$ cat src/design/mtpr_pkg.sv
// mtpr_pkg: shared types and constants for the msi-x table and pending relay
// no dependencies; used by the top level and its checker

package mtpr_pkg;

   // default number of table entries
   localparam int VECTOR_COUNT_DEF = 16;

   // receiver port: index field of a write word and size of its byte space
   localparam logic [15:0] RX_INDEX_MASK  = 16'hFFFF;
   localparam int          RX_SPACE_BYTES = 16 * 1024;
   localparam int          BUS_OFFSET_W   = $clog2(RX_SPACE_BYTES);

   // one table entry in memory: message address over message data
   localparam int ENTRY_ADDR_W = 64;
   localparam int ENTRY_DATA_W = 32;
   localparam int ENTRY_W      = ENTRY_ADDR_W + ENTRY_DATA_W;

   // operation codes of an input word
   typedef enum logic [2:0] {
      MODE_RX_WRITE  = 3'd0,
      MODE_RX_READ   = 3'd1,
      MODE_TBL_WRITE = 3'd2,
      MODE_TBL_READ  = 3'd3,
      MODE_SCAN      = 3'd4
   } mode_type;

endpackage

$ cat src/design/mtpr_ram.sv
// mtpr_ram: generic simple dual-port ram, one write and one registered read port
// no dependencies

module mtpr_ram #(
   parameter int WIDTH = 96,
   parameter int DEPTH = 16
) (
   input  logic                                     clock,
   input  logic                                     wr_en,
   input  logic [(DEPTH > 1 ? $clog2(DEPTH) : 1)-1:0] wr_addr,
   input  logic [WIDTH-1:0]                         wr_data,
   input  logic                                     rd_en,
   input  logic [(DEPTH > 1 ? $clog2(DEPTH) : 1)-1:0] rd_addr,
   output logic [WIDTH-1:0]                         rd_data
);

   logic [WIDTH-1:0] mem_ff [DEPTH];
   logic [WIDTH-1:0] rd_data_ff;

   // write port
   always_ff @(posedge clock) begin
      if (wr_en) begin
         mem_ff[wr_addr] <= wr_data;
      end
   end

   // registered read port
   always_ff @(posedge clock) begin
      if (rd_en) begin
         rd_data_ff <= mem_ff[rd_addr];
      end
   end

   assign rd_data = rd_data_ff;

endmodule

$ cat src/design/mtpr_pick.sv
// mtpr_pick: lowest-index priority encoder over the per-vector eligible flags
// no dependencies

module mtpr_pick #(
   parameter int VECTOR_COUNT = 16
) (
   input  logic [VECTOR_COUNT-1:0]                                eligible,
   output logic                                                   found,
   output logic [(VECTOR_COUNT > 1 ? $clog2(VECTOR_COUNT) : 1)-1:0] index
);

   localparam int IdxW = VECTOR_COUNT > 1 ? $clog2(VECTOR_COUNT) : 1;

   // walk from the top down so the lowest set flag wins
   always_comb begin
      found = 1'b0;
      index = '0;
      for (int i = VECTOR_COUNT - 1; i >= 0; i--) begin
         if (eligible[i]) begin
            found = 1'b1;
            index = IdxW'(i);
         end
      end
   end

endmodule

$ cat src/design/msix_table_pending_relay.sv
// msix_table_pending_relay: msi-x vector table, pending-bit array and message relay
// depends on mtpr_pkg, mtpr_ram and mtpr_pick

// Usage
//   A word is taken at a rising edge with start high and busy low. mode picks the
//   operation: receiver write (offset zero marks a vector pending), receiver read,
//   table write, table read, or scan for the lowest vector allowed to signal.
//   Every word gives exactly one result word, shown on the rsp_ ports for one
//   cycle with rsp_valid high, in the cycle after the accepting edge.
//   A new word is not taken while a result is shown: busy stays high for
//   the cycle in which the table memory's registered read returns.
//   Message address and data live in one memory; mask, address-nonzero, written
//   and pending flags sit in flip-flops so a scan picks its vector through a
//   priority encoder in the accepting cycle and reads that entry from memory.
//   State changes (pending set or clear, table write) take effect at the
//   accepting edge; pending_out shows the pending bits after the operation.
//   Reset clears the pending bits and all written flags at once, so every entry
//   reads as zero address, zero data and masked; no clearing pass is needed.
//   busy is high while reset is held. The receiver of results cannot stall.

module msix_table_pending_relay #(
   parameter int VECTOR_COUNT = mtpr_pkg::VECTOR_COUNT_DEF
) (
   input  logic                             clock,
   input  logic                             reset,
   // request channel
   input  logic                             start,
   output logic                             busy,
   input  logic [2:0]                       req_mode,
   input  logic [mtpr_pkg::BUS_OFFSET_W-1:0] req_bus_offset,
   input  logic [31:0]                      req_write_data,
   input  logic [7:0]                       req_entry_index,
   input  logic [63:0]                      req_entry_address,
   input  logic [31:0]                      req_entry_data,
   input  logic                             req_entry_mask,
   input  logic                             req_enable_level,
   input  logic                             req_global_mask_level,
   input  logic                             req_write_ok,
   // response channel
   output logic                             rsp_valid,
   output logic [31:0]                      rsp_read_data,
   output logic                             rsp_bus_error,
   output logic [63:0]                      rsp_table_address_out,
   output logic [31:0]                      rsp_table_data_out,
   output logic                             rsp_table_mask_out,
   output logic [31:0]                      rsp_pending_out,
   output logic                             rsp_msi_issued,
   output logic [63:0]                      rsp_msi_address,
   output logic [31:0]                      rsp_msi_data,
   output logic [4:0]                       rsp_msi_vector
);

   localparam int IdxW = VECTOR_COUNT > 1 ? $clog2(VECTOR_COUNT) : 1;

   // per-vector flags and pending bits
   logic [VECTOR_COUNT-1:0] written_ff, written_in;
   logic [VECTOR_COUNT-1:0] mask_ff, mask_in;
   logic [VECTOR_COUNT-1:0] addr_nz_ff, addr_nz_in;
   logic [VECTOR_COUNT-1:0] pending_ff, pending_in;

   // response stage
   logic            stage_ff;
   logic            tbl_read_ff, tbl_read_in;
   logic            entry_valid_ff, entry_valid_in;
   logic            mask_out_ff, mask_out_in;
   logic            bus_error_ff, bus_error_in;
   logic            issued_ff, issued_in;
   logic [IdxW-1:0] vector_ff, vector_in;

   // decode
   mtpr_pkg::mode_type mode;
   logic               accept;
   logic [15:0]        rx_vec;
   logic               rx_in_range;
   logic               tbl_in_range;
   logic [IdxW-1:0]    rx_idx;
   logic [IdxW-1:0]    tbl_idx;
   logic [VECTOR_COUNT-1:0] eligible;
   logic               found;
   logic [IdxW-1:0]    win_idx;

   // memory ports
   logic                        ram_wr_en;
   logic                        ram_rd_en;
   logic [IdxW-1:0]             ram_rd_addr;
   logic [mtpr_pkg::ENTRY_W-1:0] ram_wr_data;
   logic [mtpr_pkg::ENTRY_W-1:0] ram_rd_data;

   assign mode         = mtpr_pkg::mode_type'(req_mode);
   assign accept       = start && !busy;
   assign busy         = stage_ff || reset;
   assign rx_vec       = req_write_data[15:0] & mtpr_pkg::RX_INDEX_MASK;
   assign rx_in_range  = {16'd0, rx_vec} < 32'(VECTOR_COUNT);
   assign tbl_in_range = {24'd0, req_entry_index} < 32'(VECTOR_COUNT);
   assign rx_idx       = rx_vec[IdxW-1:0];
   assign tbl_idx      = req_entry_index[IdxW-1:0];

   // vectors allowed to signal right now
   assign eligible = (req_enable_level && !req_global_mask_level)
                   ? (pending_ff & ~mask_ff & addr_nz_ff) : '0;

   mtpr_pick #(
      .VECTOR_COUNT(VECTOR_COUNT)
   ) u_pick (
      .eligible(eligible),
      .found   (found),
      .index   (win_idx)
   );

   // entry memory: address over data
   assign ram_wr_en   = accept && (mode == mtpr_pkg::MODE_TBL_WRITE) && tbl_in_range;
   assign ram_wr_data = {req_entry_address, req_entry_data};
   assign ram_rd_en   = accept && ((mode == mtpr_pkg::MODE_TBL_READ)
                                   || (mode == mtpr_pkg::MODE_SCAN));
   assign ram_rd_addr = (mode == mtpr_pkg::MODE_SCAN) ? win_idx : tbl_idx;

   mtpr_ram #(
      .WIDTH(mtpr_pkg::ENTRY_W),
      .DEPTH(VECTOR_COUNT)
   ) u_ram (
      .clock  (clock),
      .wr_en  (ram_wr_en),
      .wr_addr(tbl_idx),
      .wr_data(ram_wr_data),
      .rd_en  (ram_rd_en),
      .rd_addr(ram_rd_addr),
      .rd_data(ram_rd_data)
   );

   // next state of flags, pending bits and response stage
   always_comb begin
      written_in     = written_ff;
      mask_in        = mask_ff;
      addr_nz_in     = addr_nz_ff;
      pending_in     = pending_ff;
      tbl_read_in    = tbl_read_ff;
      entry_valid_in = entry_valid_ff;
      mask_out_in    = mask_out_ff;
      bus_error_in   = bus_error_ff;
      issued_in      = issued_ff;
      vector_in      = vector_ff;
      if (accept) begin
         tbl_read_in    = 1'b0;
         entry_valid_in = 1'b0;
         mask_out_in    = 1'b0;
         bus_error_in   = 1'b0;
         issued_in      = 1'b0;
         vector_in      = '0;
         case (mode)
            mtpr_pkg::MODE_RX_WRITE: begin
               if (req_bus_offset != '0) begin
                  bus_error_in = 1'b1;
               end else if (rx_in_range) begin
                  pending_in[rx_idx] = 1'b1;
               end
            end
            mtpr_pkg::MODE_TBL_WRITE: begin
               if (tbl_in_range) begin
                  written_in[tbl_idx] = 1'b1;
                  mask_in[tbl_idx]    = req_entry_mask;
                  addr_nz_in[tbl_idx] = req_entry_address != 64'd0;
               end
            end
            mtpr_pkg::MODE_TBL_READ: begin
               tbl_read_in = 1'b1;
               if (tbl_in_range) begin
                  entry_valid_in = written_ff[tbl_idx];
                  mask_out_in    = mask_ff[tbl_idx];
               end else begin
                  mask_out_in = 1'b1;
               end
            end
            mtpr_pkg::MODE_SCAN: begin
               if (found) begin
                  issued_in = 1'b1;
                  vector_in = win_idx;
                  if (req_write_ok) begin
                     pending_in[win_idx] = 1'b0;
                  end
               end
            end
            default: begin
            end
         endcase
      end
   end

   // state registers
   always_ff @(posedge clock) begin
      if (reset) begin
         written_ff     <= '0;
         mask_ff        <= '1;
         addr_nz_ff     <= '0;
         pending_ff     <= '0;
         stage_ff       <= 1'b0;
         tbl_read_ff    <= 1'b0;
         entry_valid_ff <= 1'b0;
         mask_out_ff    <= 1'b0;
         bus_error_ff   <= 1'b0;
         issued_ff      <= 1'b0;
         vector_ff      <= '0;
      end else begin
         written_ff     <= written_in;
         mask_ff        <= mask_in;
         addr_nz_ff     <= addr_nz_in;
         pending_ff     <= pending_in;
         stage_ff       <= accept;
         tbl_read_ff    <= tbl_read_in;
         entry_valid_ff <= entry_valid_in;
         mask_out_ff    <= mask_out_in;
         bus_error_ff   <= bus_error_in;
         issued_ff      <= issued_in;
         vector_ff      <= vector_in;
      end
   end

   // response word
   assign rsp_valid             = stage_ff;
   assign rsp_read_data         = 32'd0;
   assign rsp_bus_error         = bus_error_ff;
   assign rsp_table_address_out = (tbl_read_ff && entry_valid_ff)
                                ? ram_rd_data[mtpr_pkg::ENTRY_W-1:mtpr_pkg::ENTRY_DATA_W]
                                : 64'd0;
   assign rsp_table_data_out    = (tbl_read_ff && entry_valid_ff)
                                ? ram_rd_data[mtpr_pkg::ENTRY_DATA_W-1:0] : 32'd0;
   assign rsp_table_mask_out    = tbl_read_ff && mask_out_ff;
   assign rsp_pending_out       = 32'(pending_ff);
   assign rsp_msi_issued        = issued_ff;
   assign rsp_msi_address       = issued_ff
                                ? ram_rd_data[mtpr_pkg::ENTRY_W-1:mtpr_pkg::ENTRY_DATA_W]
                                : 64'd0;
   assign rsp_msi_data          = issued_ff ? ram_rd_data[mtpr_pkg::ENTRY_DATA_W-1:0] : 32'd0;
   assign rsp_msi_vector        = 5'(vector_ff);

endmodule

$ cat config.mk
export PLATFORM = sky130hd
export DESIGN_NAME = msix_table_pending_relay
export DESIGN_NICKNAME = d
export VERILOG_FILES = /design/src/design/mtpr_pkg.sv /design/src/design/mtpr_ram.sv /design/src/design/mtpr_pick.sv /design/src/design/msix_table_pending_relay.sv
export SDC_FILE = /design/constraint.sdc
export NUM_CORES = 2
export LEC_CHECK = 0
export BUFFER_PORTS_ARGS = -buffer_cell sky130_fd_sc_hd__buf_2
export CAP_MARGIN = 30
export CORE_ASPECT_RATIO = 0.5
export CORE_UTILIZATION = 35
export CTS_BUF_LIST = sky130_fd_sc_hd__clkbuf_16
export DETAILED_ROUTE_END_ITERATION = 16
export GPL_ROUTABILITY_DRIVEN = 0
export GPL_TIMING_DRIVEN = 0
export PLACE_DENSITY = 0.54
export SLEW_MARGIN = 20
export SYNTH_ARGS = -nofsm -noshare
export SYNTH_HDL_FRONTEND = slang
export SYNTH_SLANG_ARGS = --single-unit
$ cat constraint.sdc
create_clock -name clock -period 16.75 [get_ports clock]
set_clock_uncertainty 0.15 [all_clocks]
set_input_delay 1.675 -clock clock [delete_from_list [all_inputs] [get_ports clock]]
set_output_delay 1.675 -clock clock [all_outputs]
set_load 0.01 [all_outputs]
After elaboration in Yosys (flattened, before gate mapping)

Memories as Yosys holds them, arrays and structs flattened. A register that Yosys moved wholly into a read port is not among the register bits.
Cells that the tools add are included.

Flip-flop bits (word level): 74
Bits in writable memories: 1536
Input bits: 160
Output and inout port bits: 266
Memories kept: 1

Memories:

| name         | words | bits a word | rd ports | clocked after memory_dff | wr ports | line           | source |
|---|---|---|---|---|---|---|---|
| u_ram.mem_ff | 16    | 96          | 1        | 1                        | 1        | mtpr_ram.sv:17 | `logic [WIDTH-1:0] mem_ff [DEPTH];` |

Order comparisons: 8
Equality and inequality tests: 7
Muxes and demuxes: 68
Bitwise operators: 7
Reduce and logical (&&, ||, !) cells: 20

Operators with widths:

| kind                | count |
|---|---|
| $mux 64             | 2 |
| $mux 16             | 5 |
| $mux 4              | 19 |
| $mux 32             | 2 |
| $reduce_bool 64->1  | 1 |
| $and 16x16->16      | 3 |
| $bwmux 16           | 2 |
| $mux 1              | 32 |
| $not 16->16         | 2 |
| $or 16x16->16       | 2 |
| $pmux 16 s2         | 1 |
| $lt 16x5->1 const B | 1 |
| $lt 4x5->1 const B  | 3 |
| $reduce_bool 14->1  | 1 |
| $demux 1 s4         | 3 |
| $ge 4x1->1 const B  | 3 |
| $logic_and 1x1->1   | 10 |
| $bmux 1 s4          | 2 |
| $lt 8x5->1 const B  | 1 |
| $ne 2x2->1 const B  | 4 |
| $eq 3x2->1 const B  | 2 |
| $reduce_and 6->1    | 1 |
| $eq 3x3->1 const B  | 1 |
| $logic_not 3->1     | 1 |
| other kinds (4)     | 6 |

Depth between registers and ports, before layout

Word-level depth: 29
Depth in mapped cells: 13
Depth with buffers taken out: 9

Cells and area by module

From an unflattened synthesis, not the netlist that was laid out.

Cells, all modules: 3188
Area total of the unflattened synthesis: 66023.3 µm²

By module, submodules not included:

| module                   | instances | cells each | area an instance (µm²) | seq. area each (µm²) |
|---|---|---|---|---|
| mtpr_ram                 | 1         | 2460       | 60316.6                | 49007.0 |
| msix_table_pending_relay | 1         | 695        | 5527.8                 | 1481.4 |
| mtpr_pick                | 1         | 33         | 178.9                  | 0.0 |

Worst setup path before layout

No wires, ideal clock.

Kind: input-to-reg
From: in req_entry_index[7]
To: reg addr_nz_ff[0]
Library setup time: 128 ps
Data arrival time: 10340 ps
Setup slack: 6132 ps
Cell stages on the path: 8
Cells stage by stage: or4_1 nor4_1 nor2b_1 nand2b_1 clkbuf_1 nor3_1 mux2i_1 nor2_1

Longest elaborated chain between the ends: 2

Ends and longest elaborated chain:

| element                    | line                            | source |
|---|---|---|
| start: declaration         | msix_table_pending_relay.sv:32  | `input logic [7:0] req_entry_index,` |
| $lt 8x5->1                 | msix_table_pending_relay.sv:94  | `assign tbl_in_range = {24'd0, req_entry_index} < 32'(VECTOR_COUNT);` |
| $reduce_and 3->1 (no line) | -                               |  |
| end signal: assignment     | msix_table_pending_relay.sv:205 | `addr_nz_ff <= addr_nz_in;` |
| end: declaration           | msix_table_pending_relay.sv:58  | `logic [VECTOR_COUNT-1:0] addr_nz_ff, addr_nz_in;` |

Every way passes these cells.
A chain may end at the register's enable or synchronous reset.

Final worst setup path

From: in req_global_mask_level
To: reg u_ram.rd_data_ff[91] (netlist: u_ram.rd_data[91]), read port of u_ram.mem_ff, data pin

Longest elaborated chain between the ends: 20

Ends and longest elaborated chain:

| element               | line                            | source |
|---|---|---|
| start: declaration    | msix_table_pending_relay.sv:37  | `input logic req_global_mask_level,` |
| $logic_not 1->1 *     | msix_table_pending_relay.sv:99  | `assign eligible = (req_enable_level && !req_global_mask_level)` |
| $logic_and 1x1->1 *   | msix_table_pending_relay.sv:99  |  |
| $mux 16 *             | msix_table_pending_relay.sv:100 | `? (pending_ff & ~mask_ff & addr_nz_ff) : '0;` |
| $mux 4 (15 in series) | mtpr_pick.sv:19                 | `if (eligible[i]) begin` |
| $mux 4 *              | mtpr_pick.sv:19                 |  |
| $mux 4 *              | msix_table_pending_relay.sv:115 | `assign ram_rd_addr = (mode == mtpr_pkg::MODE_SCAN) ? win_idx : tbl_idx;` |
| end: declaration      | mtpr_ram.sv:18                  | `logic [WIDTH-1:0] rd_data_ff;` |

Mark *: on every way between the ends. The rest lies on a longest branch, timed or not.

==> metrics <==
Post-synth EDFFs 1632; dpl cells between 7000 and 8000; max-cap viol count 0; FF-to-FF Start pending_ff[10]; grt ovf 0; first-pass GRT wire length approximately 330000 microns; Setup WS pre-CTS 9810 ps; Slew Limit Fails 0; setup bufs post-CTS 0; metal3 WL roughly 18000 microns; Worst setup SP type input pin; M1 WL 101000 microns; Ys Warns 0; share of cells above drive strength 1 22.7%; final worst path period share 36.0%; DP HPWL about 160000 microns; Slew headroom between 20% and 30%; fin nets 5141; Top FF cell, synth edfxtp_1; Rows 117; status finished clean; clock latency on the worst-skew pair 820 ps; cells after synthesis 4242; number of global-route vias before repair 44100; initial antenna violation count 32; Num Clock Sinks around 1700; clock-pin slew of the registers on the worst-case setup and hold paths 60 ps; setup ws final approximately 11000 ps; Fillers roughly 18000; DRC viols 0; Reg2Reg Depth 12; hold depth 2; final wirelength roughly 240000 microns; CTS Hold Bufs 0; WP buf/inv 5; via/cell ratio 5.72; min Tclk post-route 6030 ps; Final setup viols 0; power density cells 102 nW/um^2; worst hold path type flop to flop; Worst Hold Launch mask_out_ff; Unique masters post-synth 52; WS Path Type input pin to flop; Async SR Flop Fraction 0%; Leakage 32.4 nW; Port Buffers 358; number of synthesized register bits 1706; CTS resizes 0; die height around 320 microns; via count 45000; cts bufs inserted 165; routed len/inst 30.1 microns; Crit Path Max Fanout 10; CTS tree built; Hold Path End mask_out_ff; kind of end point of the critical path flop; Least-Margin Pin Slew 1140 ps; largest net degree at the start of global routing 57; critical path required time 17090 ps; Worst VDD drop 0.0000707 V; Slowest-stage cell, CP buf_2; Synth Cell Area 72400 sq um; initial core utilization 35.4%; maximum buffer depth of the clock tree 3; clk root buf clkbuf_16; Seq/Total Area, Yosys 69.7%; First-pass DRT Iterations 5; core area 205000 sq um; post-route ant nets 0; fmax 166 MHz; CP top delay family buffers and inverters; Worst Path Arrival ~6400 ps; met2 WL post-DR 110000 microns; R2R setup slack 11560 ps; die area 209000 sq um; Mapped Avg Cell Area 17.1 sq um; Worst R2R End u_ram.rd_data[91]; Hold Worst Slack 310 ps; RSZ-0062 raised after global routing no; Layout area overhead 18.4%; critical path cell sequence buf_2, nand2b_1, buf_4, nor3_2, a211oi_1, nor4_1, o31ai_2, mux2i_1, buf_2, buf_2, buf_2, mux2i_1, o22ai_1, or4_1; Initial DRC Count 5069; crit-path most repeated cell buf_2; Final Hold Viols 0; Highest Signal Layer met5; CP peak stage delay 670 ps; fin cells between 7000 and 8000; die width 645 microns; Overall Global Routing Usage 22.1%; H-tree levels 4; I/O pin count 426
-- flip-flops by register name (all words and copies together), names as in the netlist --
name and flops:
mask_ff 16, rsp_msi_issued 1, tbl_read_ff 1, entry_valid_ff 1, vector_ff 4, rsp_bus_error 1
addr_nz_ff 16, mask_out_ff 1, pending_ff 16, u_ram.rd_data 96, u_ram.mem_ff 1536, rsp_valid 1
written_ff 16
-- worst reg2reg max path, cell delays in order, from the launching register on --
cell and delay [ps]:
dfxtp_1 390, nand2_1 90, nor3_2 250, a211oi_1 110, nor4_1 540, o31ai_2 270, mux2i_1 600, buf_2 300
buf_2 670, buf_2 580, mux2i_1 250, o22ai_1 100, or4_1 560
-- area by class of cell --
class	instances	area, sq um	area share (%)
Antenna cell	22	55.1	0.0642
Buffer	363	1760	2.05
Clock buffer	172	4300	5.02
Clock inverter	122	790	0.920
Inverter	7	41.3	0.0481
Multi-Input combinational cell	2214	20500	23.9
Sequential cell	1706	50500	58.9
Tap cell	2737	3420	3.99
Timing Repair Buffer	524	4430	5.16
-- synth_stat cells, types with 2 or more instances --
| cell type | instances | area [sq um] |
|---|---|---|
| edfxtp_1 | 1632 | 49000 |
| mux2i_1 | 777 | 7780 |
| mux4_2 | 202 | 4550 |
| a221oi_1 | 193 | 1690 |
| o22ai_1 | 192 | 1200 |
| clkbuf_1 | 191 | 717 |
| and2_1 | 105 | 657 |
| buf_2 | 105 | 526 |
| o21ai_0 | 105 | 526 |
| or4_1 | 100 | 751 |
| and3_1 | 98 | 613 |
| o211ai_1 | 97 | 728 |
| nor2_1 | 75 | 282 |
| dfxtp_1 | 74 | 1480 |
| buf_4 | 62 | 465 |
| nand2_1 | 32 | 120 |
| nor3_1 | 28 | 140 |
| nor4_1 | 27 | 169 |
| a21oi_1 | 19 | 95.1 |
| nor2b_1 | 19 | 119 |
| a211oi_1 | 17 | 128 |
| a211o_1 | 15 | 131 |
| inv_1 | 7 | 26.3 |
| nand3b_1 | 7 | 52.6 |
| nand4_1 | 7 | 43.8 |
| nand2b_1 | 6 | 37.5 |
| or3_1 | 6 | 37.5 |
| nand4b_1 | 5 | 43.8 |
| a22oi_1 | 4 | 30.0 |
| a31oi_1 | 4 | 25.0 |
| nand3_1 | 4 | 20.0 |
| buf_1 | 3 | 11.3 |
| or2_2 | 3 | 18.8 |
| buf_6 | 2 | 22.5 |
| nor3_2 | 2 | 20.0 |
-- cell usage in the layout, fill, tap and decap left out, drive strengths merged, types with 100 or more instances in the layout --
cell       n
o21ai    107
clkbuf   363
buf      696
and2     105
or4      100
mux2i    777
edfxtp  1632
o22ai    192
a221oi   193
mux4     202
-- stage by stage --
step | power (mW) | utilization (%) | cell area [sq um] | TNS [ps]
global route | 9.02 | 41.9 | 85700 | 0
floorplan | 5.03 | - | 72600 | 0
finish | 8.78 | 41.9 | 85800 | 0
CTS | 8.83 | 41.8 | 85600 | 0
detailed placement | 5.27 | 39.4 | 80500 | 0
global placement | 5.25 | 38.1 | 77800 | -1616860
-- kinds of logic (layout without fill, tap and decap cells) --
family	Yosys count	after routing	synth area share (%)
and+or+nand+nor	527	527	4.35
AOI/OAI and AO/OA	659	659	6.48
buffers and inverters	370	1188	2.44
DFF	1706	1706	69.7
other	1	71	0.00518
muxes	979	979	17.0
-- layer usage --
layer	vias to the layer above	GRT usage [%]
li1	19000	-
met1	23700	30.6
met2	1985	35.1
met3	356	4.08
met4	4	7.82
met5	-	0
-- power by group --
group          switching, mW  internal [mW]
combinational          0.332          0.166
sequential           0.00400           4.68
clock                   1.60           2.00
total                   1.94           6.84
-- how the worst max path moves through the flow --
stage | from | to | slack, ps | cells after the start
floorplan | req_entry_index[7] | addr_nz_ff[0] | 6130 | 8
global placement | req_entry_index[0] | addr_nz_ff[1] | -4680 | 7
detailed placement | req_enable_level | u_ram.rd_data[25] | 9810 | 13
CTS | req_enable_level | u_ram.rd_data[25] | 10680 | 13
global route | req_global_mask_level | u_ram.rd_data[91] | 10660 | 14
finish | req_global_mask_level | u_ram.rd_data[91] | 10720 | 14
Power figures use the tool's default switching activity.
